$ cat src/rtl/core/sha_pkg.sv
// sha_pkg: shared types, constants and round functions for the sha-256 byte hasher
// no dependencies
package sha_pkg;

  localparam int unsigned QUEUE_DEPTH = 4;

  typedef struct packed {
    logic [7:0] data_byte;
    logic       has_byte;
    logic       end_of_message;
  } in_item_t;

  typedef struct packed {
    logic [63:0] digest_word;
    logic [1:0]  word_index;
    logic        last_word;
  } out_item_t;

  typedef enum logic [2:0] {
    ST_TAKE,
    ST_ROUNDS,
    ST_PAD,
    ST_EMIT
  } back_state_t;

  localparam logic [7:0] PAD_BYTE = 8'h80;

  localparam logic [255:0] INIT_H = {
    32'h6a09e667, 32'hbb67ae85, 32'h3c6ef372, 32'ha54ff53a,
    32'h510e527f, 32'h9b05688c, 32'h1f83d9ab, 32'h5be0cd19
  };

  function automatic logic [31:0] round_k(input logic [5:0] t);
    logic [31:0] k [64];
    k = '{
      32'h428a2f98, 32'h71374491, 32'hb5c0fbcf, 32'he9b5dba5, 32'h3956c25b, 32'h59f111f1,
      32'h923f82a4, 32'hab1c5ed5, 32'hd807aa98, 32'h12835b01, 32'h243185be, 32'h550c7dc3,
      32'h72be5d74, 32'h80deb1fe, 32'h9bdc06a7, 32'hc19bf174, 32'he49b69c1, 32'hefbe4786,
      32'h0fc19dc6, 32'h240ca1cc, 32'h2de92c6f, 32'h4a7484aa, 32'h5cb0a9dc, 32'h76f988da,
      32'h983e5152, 32'ha831c66d, 32'hb00327c8, 32'hbf597fc7, 32'hc6e00bf3, 32'hd5a79147,
      32'h06ca6351, 32'h14292967, 32'h27b70a85, 32'h2e1b2138, 32'h4d2c6dfc, 32'h53380d13,
      32'h650a7354, 32'h766a0abb, 32'h81c2c92e, 32'h92722c85, 32'ha2bfe8a1, 32'ha81a664b,
      32'hc24b8b70, 32'hc76c51a3, 32'hd192e819, 32'hd6990624, 32'hf40e3585, 32'h106aa070,
      32'h19a4c116, 32'h1e376c08, 32'h2748774c, 32'h34b0bcb5, 32'h391c0cb3, 32'h4ed8aa4a,
      32'h5b9cca4f, 32'h682e6ff3, 32'h748f82ee, 32'h78a5636f, 32'h84c87814, 32'h8cc70208,
      32'h90befffa, 32'ha4506ceb, 32'hbef9a3f7, 32'hc67178f2
    };
    return k[t];
  endfunction

  function automatic logic [31:0] ror(input logic [31:0] v, input int unsigned n);
    return (v >> n) | (v << (32 - n));
  endfunction

endpackage

$ cat src/rtl/core/sha_queue.sv
// sha_queue: small fifo between the front and back parts
// depends on sha_pkg
module sha_queue #(
  parameter int unsigned DEPTH = sha_pkg::QUEUE_DEPTH
) (
  input  logic             clk,
  input  logic             rst_n,
  input  logic             wr_en,
  input  sha_pkg::in_item_t wr_item,
  output logic             full,
  input  logic             rd_en,
  output sha_pkg::in_item_t rd_item,
  output logic             not_empty
);
  localparam int unsigned AW = (DEPTH > 1) ? $clog2(DEPTH) : 1;

  sha_pkg::in_item_t mem_r [DEPTH];
  logic [AW-1:0] wp_r, rp_r;
  logic [AW:0]   cnt_r;

  assign full      = (cnt_r == (AW+1)'(DEPTH));
  assign not_empty = (cnt_r != '0);
  assign rd_item   = mem_r[rp_r];

  // storage
  always_ff @(posedge clk) begin
    if (wr_en) mem_r[wp_r] <= wr_item;
  end

  // pointers and count
  always_ff @(posedge clk) begin
    if (!rst_n) begin
      wp_r <= '0; rp_r <= '0; cnt_r <= '0;
    end else begin
      if (wr_en) wp_r <= (wp_r == AW'(DEPTH-1)) ? '0 : wp_r + 1'b1;
      if (rd_en) rp_r <= (rp_r == AW'(DEPTH-1)) ? '0 : rp_r + 1'b1;
      cnt_r <= cnt_r + (AW+1)'(wr_en) - (AW+1)'(rd_en);
    end
  end
endmodule

$ cat src/rtl/core/sha_front.sv
// sha_front: accepts items, drops empty ones, writes the rest into the queue
// depends on sha_pkg
module sha_front (
  input  logic              in_valid,
  output logic              in_stall,
  input  sha_pkg::in_item_t in_data,
  input  logic              q_full,
  output logic              q_wr
);
  // items with no byte and no end mark change nothing
  assign in_stall = q_full;
  assign q_wr     = in_valid && !q_full && (in_data.has_byte || in_data.end_of_message);
endmodule

$ cat src/rtl/core/sha_back.sv
// sha_back: block buffer, padding, 64-round compression and digest output
// depends on sha_pkg
module sha_back (
  input  logic               clk,
  input  logic               rst_n,
  input  logic               q_valid,
  input  sha_pkg::in_item_t  q_item,
  output logic               q_rd,
  output logic               out_valid,
  input  logic               out_stall,
  output sha_pkg::out_item_t out_data
);
  sha_pkg::back_state_t st_r, st_nxt;
  logic [511:0] blk_r, blk_nxt;       // 16 schedule words, w[t] at the top
  logic [255:0] h_r, h_nxt, v_r, v_nxt;
  logic [63:0]  bits_r, bits_nxt;
  logic [5:0]   t_r, t_nxt;
  logic         fin_r, fin_nxt;       // rounds belong to the finish sequence
  logic         two_r, two_nxt;       // another padded block still to come
  logic [1:0]   wi_r, wi_nxt;

  logic [5:0]  pos;
  logic [31:0] a, b, c, d, e, f, g, h, w0, t1, t2, s0, s1, wn;
  logic [511:0] byte_blk, pad_blk;

  assign pos = bits_r[8:3];
  assign {a, b, c, d, e, f, g, h} = v_r;
  assign w0 = blk_r[511:480];
  assign t1 = h + (sha_pkg::ror(e, 6) ^ sha_pkg::ror(e, 11) ^ sha_pkg::ror(e, 25))
            + ((e & f) ^ (~e & g)) + sha_pkg::round_k(t_r) + w0;
  assign t2 = (sha_pkg::ror(a, 2) ^ sha_pkg::ror(a, 13) ^ sha_pkg::ror(a, 22))
            + ((a & b) ^ (a & c) ^ (b & c));
  assign s0 = sha_pkg::ror(blk_r[479:448], 7) ^ sha_pkg::ror(blk_r[479:448], 18)
            ^ (blk_r[479:448] >> 3);
  assign s1 = sha_pkg::ror(blk_r[63:32], 17) ^ sha_pkg::ror(blk_r[63:32], 19)
            ^ (blk_r[63:32] >> 10);
  assign wn = w0 + s0 + blk_r[223:192] + s1;

  // byte write at the fill position, and pad byte with zeros after it
  always_comb begin
    byte_blk = blk_r;
    byte_blk[511 - 8*pos -: 8] = q_item.data_byte;
    pad_blk = blk_r;
    for (int i = 0; i < 64; i++) begin
      if (6'(i) == pos) pad_blk[511 - 8*i -: 8] = sha_pkg::PAD_BYTE;
      else if (6'(i) > pos) pad_blk[511 - 8*i -: 8] = 8'h00;
    end
  end

  // next state
  always_comb begin
    st_nxt = st_r;
    unique case (st_r)
      sha_pkg::ST_TAKE:
        if (q_valid) begin
          if (q_item.has_byte && pos == 6'd63) st_nxt = sha_pkg::ST_ROUNDS;
          else if (q_item.end_of_message) st_nxt = sha_pkg::ST_PAD;
        end
      sha_pkg::ST_ROUNDS:
        if (t_r == 6'd63) begin
          if (!fin_r) st_nxt = sha_pkg::ST_TAKE;
          else if (two_r) st_nxt = sha_pkg::ST_PAD;
          else st_nxt = sha_pkg::ST_EMIT;
        end
      sha_pkg::ST_PAD: st_nxt = sha_pkg::ST_ROUNDS;
      sha_pkg::ST_EMIT:
        if (!out_stall && wi_r == 2'd3) st_nxt = sha_pkg::ST_TAKE;
      default: st_nxt = sha_pkg::ST_TAKE;
    endcase
  end

  // datapath updates
  always_comb begin
    blk_nxt = blk_r; h_nxt = h_r; v_nxt = v_r; bits_nxt = bits_r;
    t_nxt = t_r; fin_nxt = fin_r; two_nxt = two_r; wi_nxt = wi_r;
    q_rd = 1'b0;
    unique case (st_r)
      sha_pkg::ST_TAKE:
        if (q_valid) begin
          if (q_item.has_byte) begin
            blk_nxt = byte_blk;
            bits_nxt = bits_r + 64'd8;
            if (pos == 6'd63) begin
              // a full block with an end mark runs first, then pads from position zero
              v_nxt = h_r; t_nxt = '0;
              fin_nxt = q_item.end_of_message;
              two_nxt = q_item.end_of_message;
              q_rd = 1'b1;
            end else begin
              q_rd = !q_item.end_of_message;
            end
          end else begin
            q_rd = 1'b0;
          end
          if (q_item.end_of_message && !(q_item.has_byte && pos == 6'd63)) begin
            q_rd = 1'b1;
            fin_nxt = 1'b1;
            two_nxt = 1'b0;
            blk_nxt = q_item.has_byte ? byte_blk : blk_r;
          end
        end
      sha_pkg::ST_PAD: begin
        // overflowing pad takes a second block of zeros plus length
        v_nxt = h_r; t_nxt = '0; fin_nxt = 1'b1;
        if (two_r && pos >= 6'd56) begin
          blk_nxt = {448'd0, bits_r}; two_nxt = 1'b0;
        end else if (!two_r && pos >= 6'd56) begin
          blk_nxt = pad_blk; two_nxt = 1'b1;
        end else begin
          blk_nxt = {pad_blk[511:64], bits_r}; two_nxt = 1'b0;
        end
      end
      sha_pkg::ST_ROUNDS: begin
        v_nxt = {t1 + t2, a, b, c, d + t1, e, f, g};
        blk_nxt = {blk_r[479:0], wn};
        t_nxt = t_r + 6'd1;
        if (t_r == 6'd63) begin
          for (int i = 0; i < 8; i++)
            h_nxt[255 - 32*i -: 32] = h_r[255 - 32*i -: 32] + v_nxt[255 - 32*i -: 32];
          wi_nxt = '0;
        end
      end
      sha_pkg::ST_EMIT:
        if (!out_stall) begin
          wi_nxt = wi_r + 2'd1;
          if (wi_r == 2'd3) begin
            h_nxt = sha_pkg::INIT_H; bits_nxt = '0;
          end
        end
      default: ;
    endcase
  end

  // outputs
  always_comb begin
    out_valid = (st_r == sha_pkg::ST_EMIT);
    out_data.digest_word = h_r[255 - 64*wi_r -: 64];
    out_data.word_index  = wi_r;
    out_data.last_word   = (wi_r == 2'd3);
  end

  always_ff @(posedge clk) begin
    if (!rst_n) begin
      st_r <= sha_pkg::ST_TAKE; h_r <= sha_pkg::INIT_H; bits_r <= '0;
      fin_r <= 1'b0; two_r <= 1'b0; wi_r <= '0; t_r <= '0;
    end else begin
      st_r <= st_nxt; h_r <= h_nxt; bits_r <= bits_nxt;
      fin_r <= fin_nxt; two_r <= two_nxt; wi_r <= wi_nxt; t_r <= t_nxt;
    end
  end

  always_ff @(posedge clk) begin
    blk_r <= blk_nxt; v_r <= v_nxt;
  end
endmodule

$ cat src/rtl/core/sha256_byte_stream_hasher_core.sv
// sha256_byte_stream_hasher_core: top level of the sha-256 byte stream hasher
// depends on sha_pkg, sha_front, sha_queue, sha_back
//
// Takes one message byte per beat and returns the sha-256 digest as four 64-bit
// big-endian beats after the end mark. Bytes are taken one per cycle into the
// block buffer unless rounds or output are under way; the 64th byte of a block
// starts the rounds in a single shared round unit, as new beats wait in a four-entry
// queue. An end mark costs one or two padded blocks and then four output beats.
module sha256_byte_stream_hasher_core #(
  parameter int unsigned QUEUE_DEPTH = sha_pkg::QUEUE_DEPTH
) (
  input  logic               clk,
  input  logic               rst_n,
  input  logic               in_valid,
  output logic               in_stall,
  input  sha_pkg::in_item_t  in_data,
  output logic               out_valid,
  input  logic               out_stall,
  output sha_pkg::out_item_t out_data
);
  logic q_full, q_wr, q_rd, q_ne;
  sha_pkg::in_item_t q_item;

  sha_front u_front (.in_valid, .in_stall, .in_data, .q_full, .q_wr);

  sha_queue #(.DEPTH(QUEUE_DEPTH)) u_queue (
    .clk, .rst_n, .wr_en(q_wr), .wr_item(in_data), .full(q_full),
    .rd_en(q_rd), .rd_item(q_item), .not_empty(q_ne)
  );

  sha_back u_back (
    .clk, .rst_n, .q_valid(q_ne), .q_item, .q_rd, .out_valid, .out_stall, .out_data
  );
endmodule
$ cat config.mk
export PLATFORM = sky130hd
export DESIGN_NAME = sha256_byte_stream_hasher_core
export DESIGN_NICKNAME = d
export VERILOG_FILES = /design/src/rtl/core/sha_pkg.sv /design/src/rtl/core/sha_queue.sv /design/src/rtl/core/sha_front.sv /design/src/rtl/core/sha_back.sv /design/src/rtl/core/sha256_byte_stream_hasher_core.sv
export SDC_FILE = /design/constraint.sdc
export NUM_CORES = 2
export LEC_CHECK = 0
export BUFFER_PORTS_ARGS = -buffer_cell sky130_fd_sc_hd__buf_2
export CAP_MARGIN = 40
export CELL_PAD_IN_SITES_DETAIL_PLACEMENT = 0
export CELL_PAD_IN_SITES_GLOBAL_PLACEMENT = 1
export CORE_MARGIN = 2
export CORE_UTILIZATION = 47
export CTS_CLUSTER_SIZE = 8
export DETAILED_ROUTE_END_ITERATION = 10
export PLACE_DENSITY_LB_ADDON = 0.1
export SLEW_MARGIN = 20
export SYNTH_ARGS = -nofsm -noshare
export SYNTH_HDL_FRONTEND = slang
export SYNTH_SLANG_ARGS = --single-unit
$ cat constraint.sdc
create_clock -name clk -period 15.11 [get_ports clk]
set_input_delay 1.511 -clock clk [delete_from_list [all_inputs] [get_ports clk]]
set_output_delay 1.511 -clock clk [all_outputs]
set_load 0.005 [all_outputs]
# [Word level (Yosys, flattened, before mapping)]
# Memories as Yosys holds them, arrays and structs flattened. A register that Yosys moved wholly into a read port is not among the register bits.
# Index checks and enable logic that the tools add are counted.
[op_classes] n_addsub=28 n_mul=0 div=0 n_lt_le_gt_ge=66 n_eq_ne=90 shift=3 muxes=185 bitwise=28 reduce_logical=35
[ops] cell="256-bit 2-to-1 mux" count=6
[ops] cell="512-bit 2-to-1 mux" count=3
[ops] cell="512-bit one-hot mux with 3 select lines" count=1
[ops] cell="8-bit 2-to-1 mux" count=128
[ops] cell="256-bit one-hot mux with 3 select lines" count=1
[ops] cell="32-bit adder" count=18
[ops] cell="8-bit by 34-bit variable shift with 519-bit output, first input constant" count=1
[ops] cell="8-bit by 34-bit indexed part select with 519-bit output" count=1
[ops] cell="512-bit bitwise mux" count=1
[ops] cell="256-bit one-hot mux with 2 select lines" count=1
[ops] cell="64-bit 2-to-1 mux" count=5
[ops] cell="319-bit by 33-bit indexed part select with 64-bit output" count=1
[ops] cell="32-bit bitwise XOR" count=9
[ops] cell="6-bit == test, first input constant" count=32
[ops] cell="6-bit > comparator, first input constant" count=32
[ops] cell="32-bit AND" count=5
[ops] cell="64-bit one-hot mux with 2 select lines" count=1
[ops] cell="5-bit by 6-bit == test with 1-bit output, first input constant" count=16
[ops] cell="5-bit by 6-bit > comparator with 1-bit output, first input constant" count=16
[ops] cell="64-bit by 4-bit adder with 64-bit output, second input constant" count=1
[ops] cell="32-bit 2-to-1 mux" count=2
[ops] cell="4-bit by 6-bit == test with 1-bit output, first input constant" count=8
[ops] cell="4-bit by 6-bit > comparator with 1-bit output, first input constant" count=8
[ops] cell="4-bit AND reduction" count=12
[ops] cell="55 further kinds" count=126
[totals] register_bits=1108 latch_bits=0 ram_bits=40 romBits=2048 inputBits=14 out_inout_bits=69 elab_cells=457 n_memories=2
[memory_table] name="(name not given)" words=64 word_bits=32 read_ports=1 rd_clocked_by_memory_dff=0 write_ports=0 line_no="sha_pkg.sv:48" rtl="return k[t];"
[memory_table] name="u_queue.mem_r" words=4 word_bits=10 read_ports=1 rd_clocked_by_memory_dff=1 write_ports=1 line_no="sha_queue.sv:17" rtl="sha_pkg::in_item_t mem_r [DEPTH];"

# [Depth between registers and ports, before layout]
[depth] ltp_word=11 depth_mapped=52 ltp_nobuf=51

# [Cells and area by module]
# Synthesis repeated with hierarchy kept, for this count alone.
[unflattened] hier_cells=7795 hier_area_um2=77124.0
[by_module_without_submodules] mod="sha_back" n_inst=1 cells_each=7696 area_per_inst_um2=75198.4
[by_module_without_submodules] mod="sha_queue" n_inst=1 cells_each=96 area_per_inst_um2=1901.8
[by_module_without_submodules] mod="sha_front" n_inst=1 cells_each=3 area_per_inst_um2=23.8

# [Worst setup path before layout]
# OpenSTA, ideal clock, no wires.
[synth_path] kind="reg2reg" start="reg (tool-made name)" end="reg u_back.t_r[0]" setup_time_ps=68 arrival_ps=15979 required_ps=15042 setup_slack_ps=-938 stages_incl_launch_ff=11 path_buffers=2 cell_sequence="dfxtp_1 buf_6 mux4_2 nand2_1 nand2_1 nand2b_1 clkbuf_1 a21oi_1 nand2_1 mux2_2 nor2_1"
[synth_rtl] element="end signal, assigned" line_no="sha_back.sv:148" rtl="fin_r <= fin_nxt; two_r <= two_nxt; wi_r <= wi_nxt; t_r <= t_nxt;"
[synth_rtl] element="end, declared" line_no="sha_back.sv:17" rtl="logic [5:0] t_r, t_nxt;"

# [Worst setup path after layout]
[layout_path] start="reg u_back.t_r[1]" end="reg u_back.h_r[254]"
[layout_via] elab_chain_cells=10 word_cells_on_any_way=13 cone_classes="4 x add/sub; 2 x eq/ne; 4 x mux; 1 x bitwise; 1 x reduce/logical; 1 x memory"
[layout_rtl] element="6-bit NOT with 7-bit output (implied by the code)" line_no="sha_pkg.sv:48"
[layout_rtl] element="memory 64 x 32 bit"
[layout_rtl] element="32-bit 2-to-1 mux (implied by the code) (2 in series)" line_no="sha_pkg.sv:48"
[layout_rtl] element="32-bit adder (2 in series)" line_no="sha_back.sv:30" rtl="+ ((e & f) ^ (~e & g)) + sha_pkg::round_k(t_r) + w0;"
[layout_rtl] element="32-bit adder" line_no="sha_back.sv:114" rtl="v_nxt = {t1 + t2, a, b, c, d + t1, e, f, g};"
[layout_rtl] element="32-bit adder" line_no="sha_back.sv:119" rtl="h_nxt[255 - 32*i -: 32] = h_r[255 - 32*i -: 32] + v_nxt[255 - 32*i -: 32];"
[layout_rtl] element="256-bit 2-to-1 mux" line_no="sha_back.sv:117" rtl="if (t_r == 6'd63) begin"
[layout_rtl] element="256-bit one-hot mux with 2 select lines" line_no="sha_back.sv:77" rtl="unique case (st_r)"
[layout_rtl] element="end signal, assigned" line_no="sha_back.sv:147" rtl="st_r <= st_nxt; h_r <= h_nxt; bits_r <= bits_nxt;"
[layout_rtl] element="end, declared" line_no="sha_back.sv:15" rtl="logic [255:0] h_r, h_nxt, v_r, v_nxt;"
# Several ways; a longest one is shown, not always the timed one. The select of a mux whose other input is x is not followed.
# A chain may end at the register's enable or synchronous reset.

==> summary.txt <==
Job
  – # Max-Cap Violations: 0

Clock tree
  – # hold bufs at CTS: 0
  – Clock-pin slew on the worst setup and hold paths: 0.05 ns
  – Clk sinks: 1146
  – Worst skew pair latency: 0.82 ns
  – Post-CTS sizing: 0
  – Max clock buf depth: 3
  – CTS Buf Count: 164
  – H-tree depth: 4
  – Number of setup buffers added after CTS: 0
  – CTS tree: built
  – Root Buffer: clkbuf_16

Synth
  – Post-synth ARST share: 0%
  – Largest cells by area after synthesis: edfxtp_1 (32%), dfxtp_1 (8.9%), ha_1 (6.8%), fa_1 (5.2%), xnor2_1 (4.8%)
  – Net Count, Synth: 8335
  – Main flop type after synthesis: edfxtp_1
  – Number of enable flip-flop cells after synthesis: 808
  – Area leader, netlist: edfxtp_1
  – Synthesis-stage register bit count: 1146
  – Syn avg cell area: 9.87 um2
  – Cell with the most instances after synthesis: nand2_1
  – Proportion of synthesized chip area in sequential cells: 40.8%
  – Netlist area before placement: 76100 um2
  – Top cell type's share of synthesized area: 31.9%
  – Yosys warning count: 0
  – Most frequent cells after synthesis: nand2_1 (904), edfxtp_1 (808), o21ai_0 (692)
  – Distinct cells, synth: 96
  – Synth Instances: 7710

Critical path
  – CP endpoint kind: register
  – Critical path class: register to register
  – Cells on worst reg2reg path: 42
  – CP max stage delay: 0.86 ns
  – FF-to-FF End: u_back.h_r[254]
  – R2R Setup Slk: 2.65 ns
  – CP startpoint kind: register
  – CP required: 15.79 ns
  – Reg2reg start: u_back.t_r[1]
  – Arr. time, crit path: 13.15 ns
  – Critical path peak fanout: 23
  – Worst path slowest cell: dfxtp_1
  – Crit path top cell by count: a21oi_1

Detailed routing
  – WL final: 314000 um
  – Vias: 64100
  – Post-route DRC: 0
  – 1st-pass router iterations: 6
  – Post-route ant nets: 0
  – Routed length per instance: 31.3 um
  – DRT iter0 DRCs: 8539
  – Vias per inst: 6.40

Finish
  – Area Growth Syn to Fin: 11.0%
  – Nets: 8361
  – Register area: 31000 um2
  – FILL cells: 14900
  – Fraction of layout cells with a size suffix above 1: 11.0%
  – Multi-input gate area: 42400 um2

Global route
  – Total GRT Usage: 37.4%
  – Initial antenna violation count: 14
  – Routing usage on met2: 53.9%
  – Pin count of the biggest net entering global routing: 146
  – Global route overflow: 0
  – Global-route wire length before repair: 442000 um
  – Vias in the first global route: 59000
  – Met3 GRT Util: 8.87%
  – Top Usage Layer GRT: met1
  – GR Util met1: 54.7%

Run status
  – Status: finished clean

Die
  – IO Pins: 83
  – # rows: 147
  – Die H: 406 um
  – Initial Utilization: 47.3%
  – Die X-Extent: 406 um
  – Core area: 161000 um2
  – DIE AREA: 165000 um2

Place
  – PortBufs: 82
  – Gpl congestion: 0.992
  – Post-DP HPWL: 237000 um

Timing
  – Max Slew Vio Count: 0
  – Max Fclk: 80.2 MHz
  – Final Hold Viols: 0
  – RSZ-0062 raised after global routing: no
  – Least-Margin Pin Slew: 1.14 ns
  – Final cycle utilization of the critical path: 82.5%
  – Clk_skew: 0.0474 ns
  – Slew Limit Headroom: 24.2%
  – Setup TNS: 0 ns
  – Tmin final: 12.46 ns
  – Final setup viols: 0

Min path
  – HP Class: register to register
  – Hold Crit Start: u_queue.rp_r[1]
  – Hold depth: 2
[layer usage]
| layer | vias to the layer above | part of all wire (%) |
|---|---|---|
| li1 | 28100 | - |
| met1 | 32000 | 44 |
| met2 | 3407 | 42 |
| met3 | 548 | 11 |
| met4 | 10 | 3.7 |
| met5 | - | 0.024 |
[layout by cell type (no fill, tap or decap), types with 20 or more instances in the layout]
master and count:
nor2b_1 71, maj3_1 20, nor2_1 487, clkbuf_16 167, mux4_2 69, and3_1 54, o21ai_0 687, o211ai_1 26
ha_1 412, nor3b_1 21, mux2i_1 42, dfxtp_1 332, nand2b_1 51, nor3_1 124, xnor2_1 417, and2_1 38
a21o_1 180, nand3_1 140, o21bai_1 56, a22o_1 56, a31oi_1 49, o221ai_1 44, a22oi_1 94, o31ai_1 32
o22ai_1 93, or3_1 40, edfxtp_1 808, clkbuf_1 96, buf_2 96, nand2_1 901, buf_4 150, a21oi_1 493
a211oi_1 47, fa_1 196, inv_1 316, o21a_1 58, xor2_1 201, mux2_2 254, nand4_1 35
[sequential cells by signal (all words and copies together) (netlist names), 3 cells and up, named ones only]
signal	cells
u_back.blk_r	512
u_back.v_r	256
u_back.h_r	256
u_queue.cnt_r	3
u_back.t_r	6
u_back.bits_r	61
u_queue.mem_r	40
[critical path: cells and delay by family, from the launching register on]
family / cells / cell delay (ns)
AO/OA/AOI/OAI: 23 / 4.78
XOR/XNOR: 3 / 0.64
adder cells (fa/ha/maj): 9 / 4.30
buffers and inverters: 2 / 0.47
flip-flops: 1 / 0.86
AND/OR/NAND/NOR: 5 / 1.28
[cell families (layout without fill, tap and decap cells)]
logic type	count (synthesis)	count (layout)	synth area share, %
and+or+nand+nor	2067	2067	12.2
other	0	4	0
xor gates and xnor gates	619	619	7.14
DFF	1146	1146	40.8
adders and majority gates	631	631	12.2
buffers and inverters	746	885	3.72
AOI/OAI and AO/OA	2129	2129	17.3
muxes	372	372	6.59
[how the worst max path moves through the flow]
stage	to	from
finish	u_back.h_r[254]	u_back.t_r[1]
global route	u_back.h_r[254]	u_back.t_r[1]
CTS	u_back.h_r[254]	u_back.t_r[1]
detailed placement	u_back.h_r[254]	u_back.t_r[1]
global placement	u_back.h_r[254]	u_back.t_r[1]
floorplan	u_back.h_r[254]	u_back.t_r[2]
[final cells by class]
class / count / area share (%)
well taps: 2160 / 3.20
multi-input cells: 5818 / 50.2
diodes: 4 / 0.0118
clock inverters: 14 / 0.336
repair buffers: 285 / 2.66
clock buffers: 265 / 5.41
inverters: 321 / 1.43
flip-flops and latches: 1146 / 36.7
[through the flow]
step / area [um2] / hold slack (ns) / cells / worst slack [ns] / utilization [%]
after floorplan: 76100 / 0.452 / 7710 / 5.09 / -
after global placement: 78700 / 0.466 / 9640 / 2.83 / 48.9
after detailed placement: 79300 / 0.473 / 9703 / 2.74 / 49.3
after CTS: 84200 / 0.479 / 9982 / 2.75 / 52.4
after global routing: 84500 / 0.514 / 10000 / 1.79 / 52.6
final: 84500 / 0.472 / 10000 / 2.65 / 52.6
Power is not shown: default switching activity piles up to over one toggle a cycle in this logic, so the estimate is an artifact.
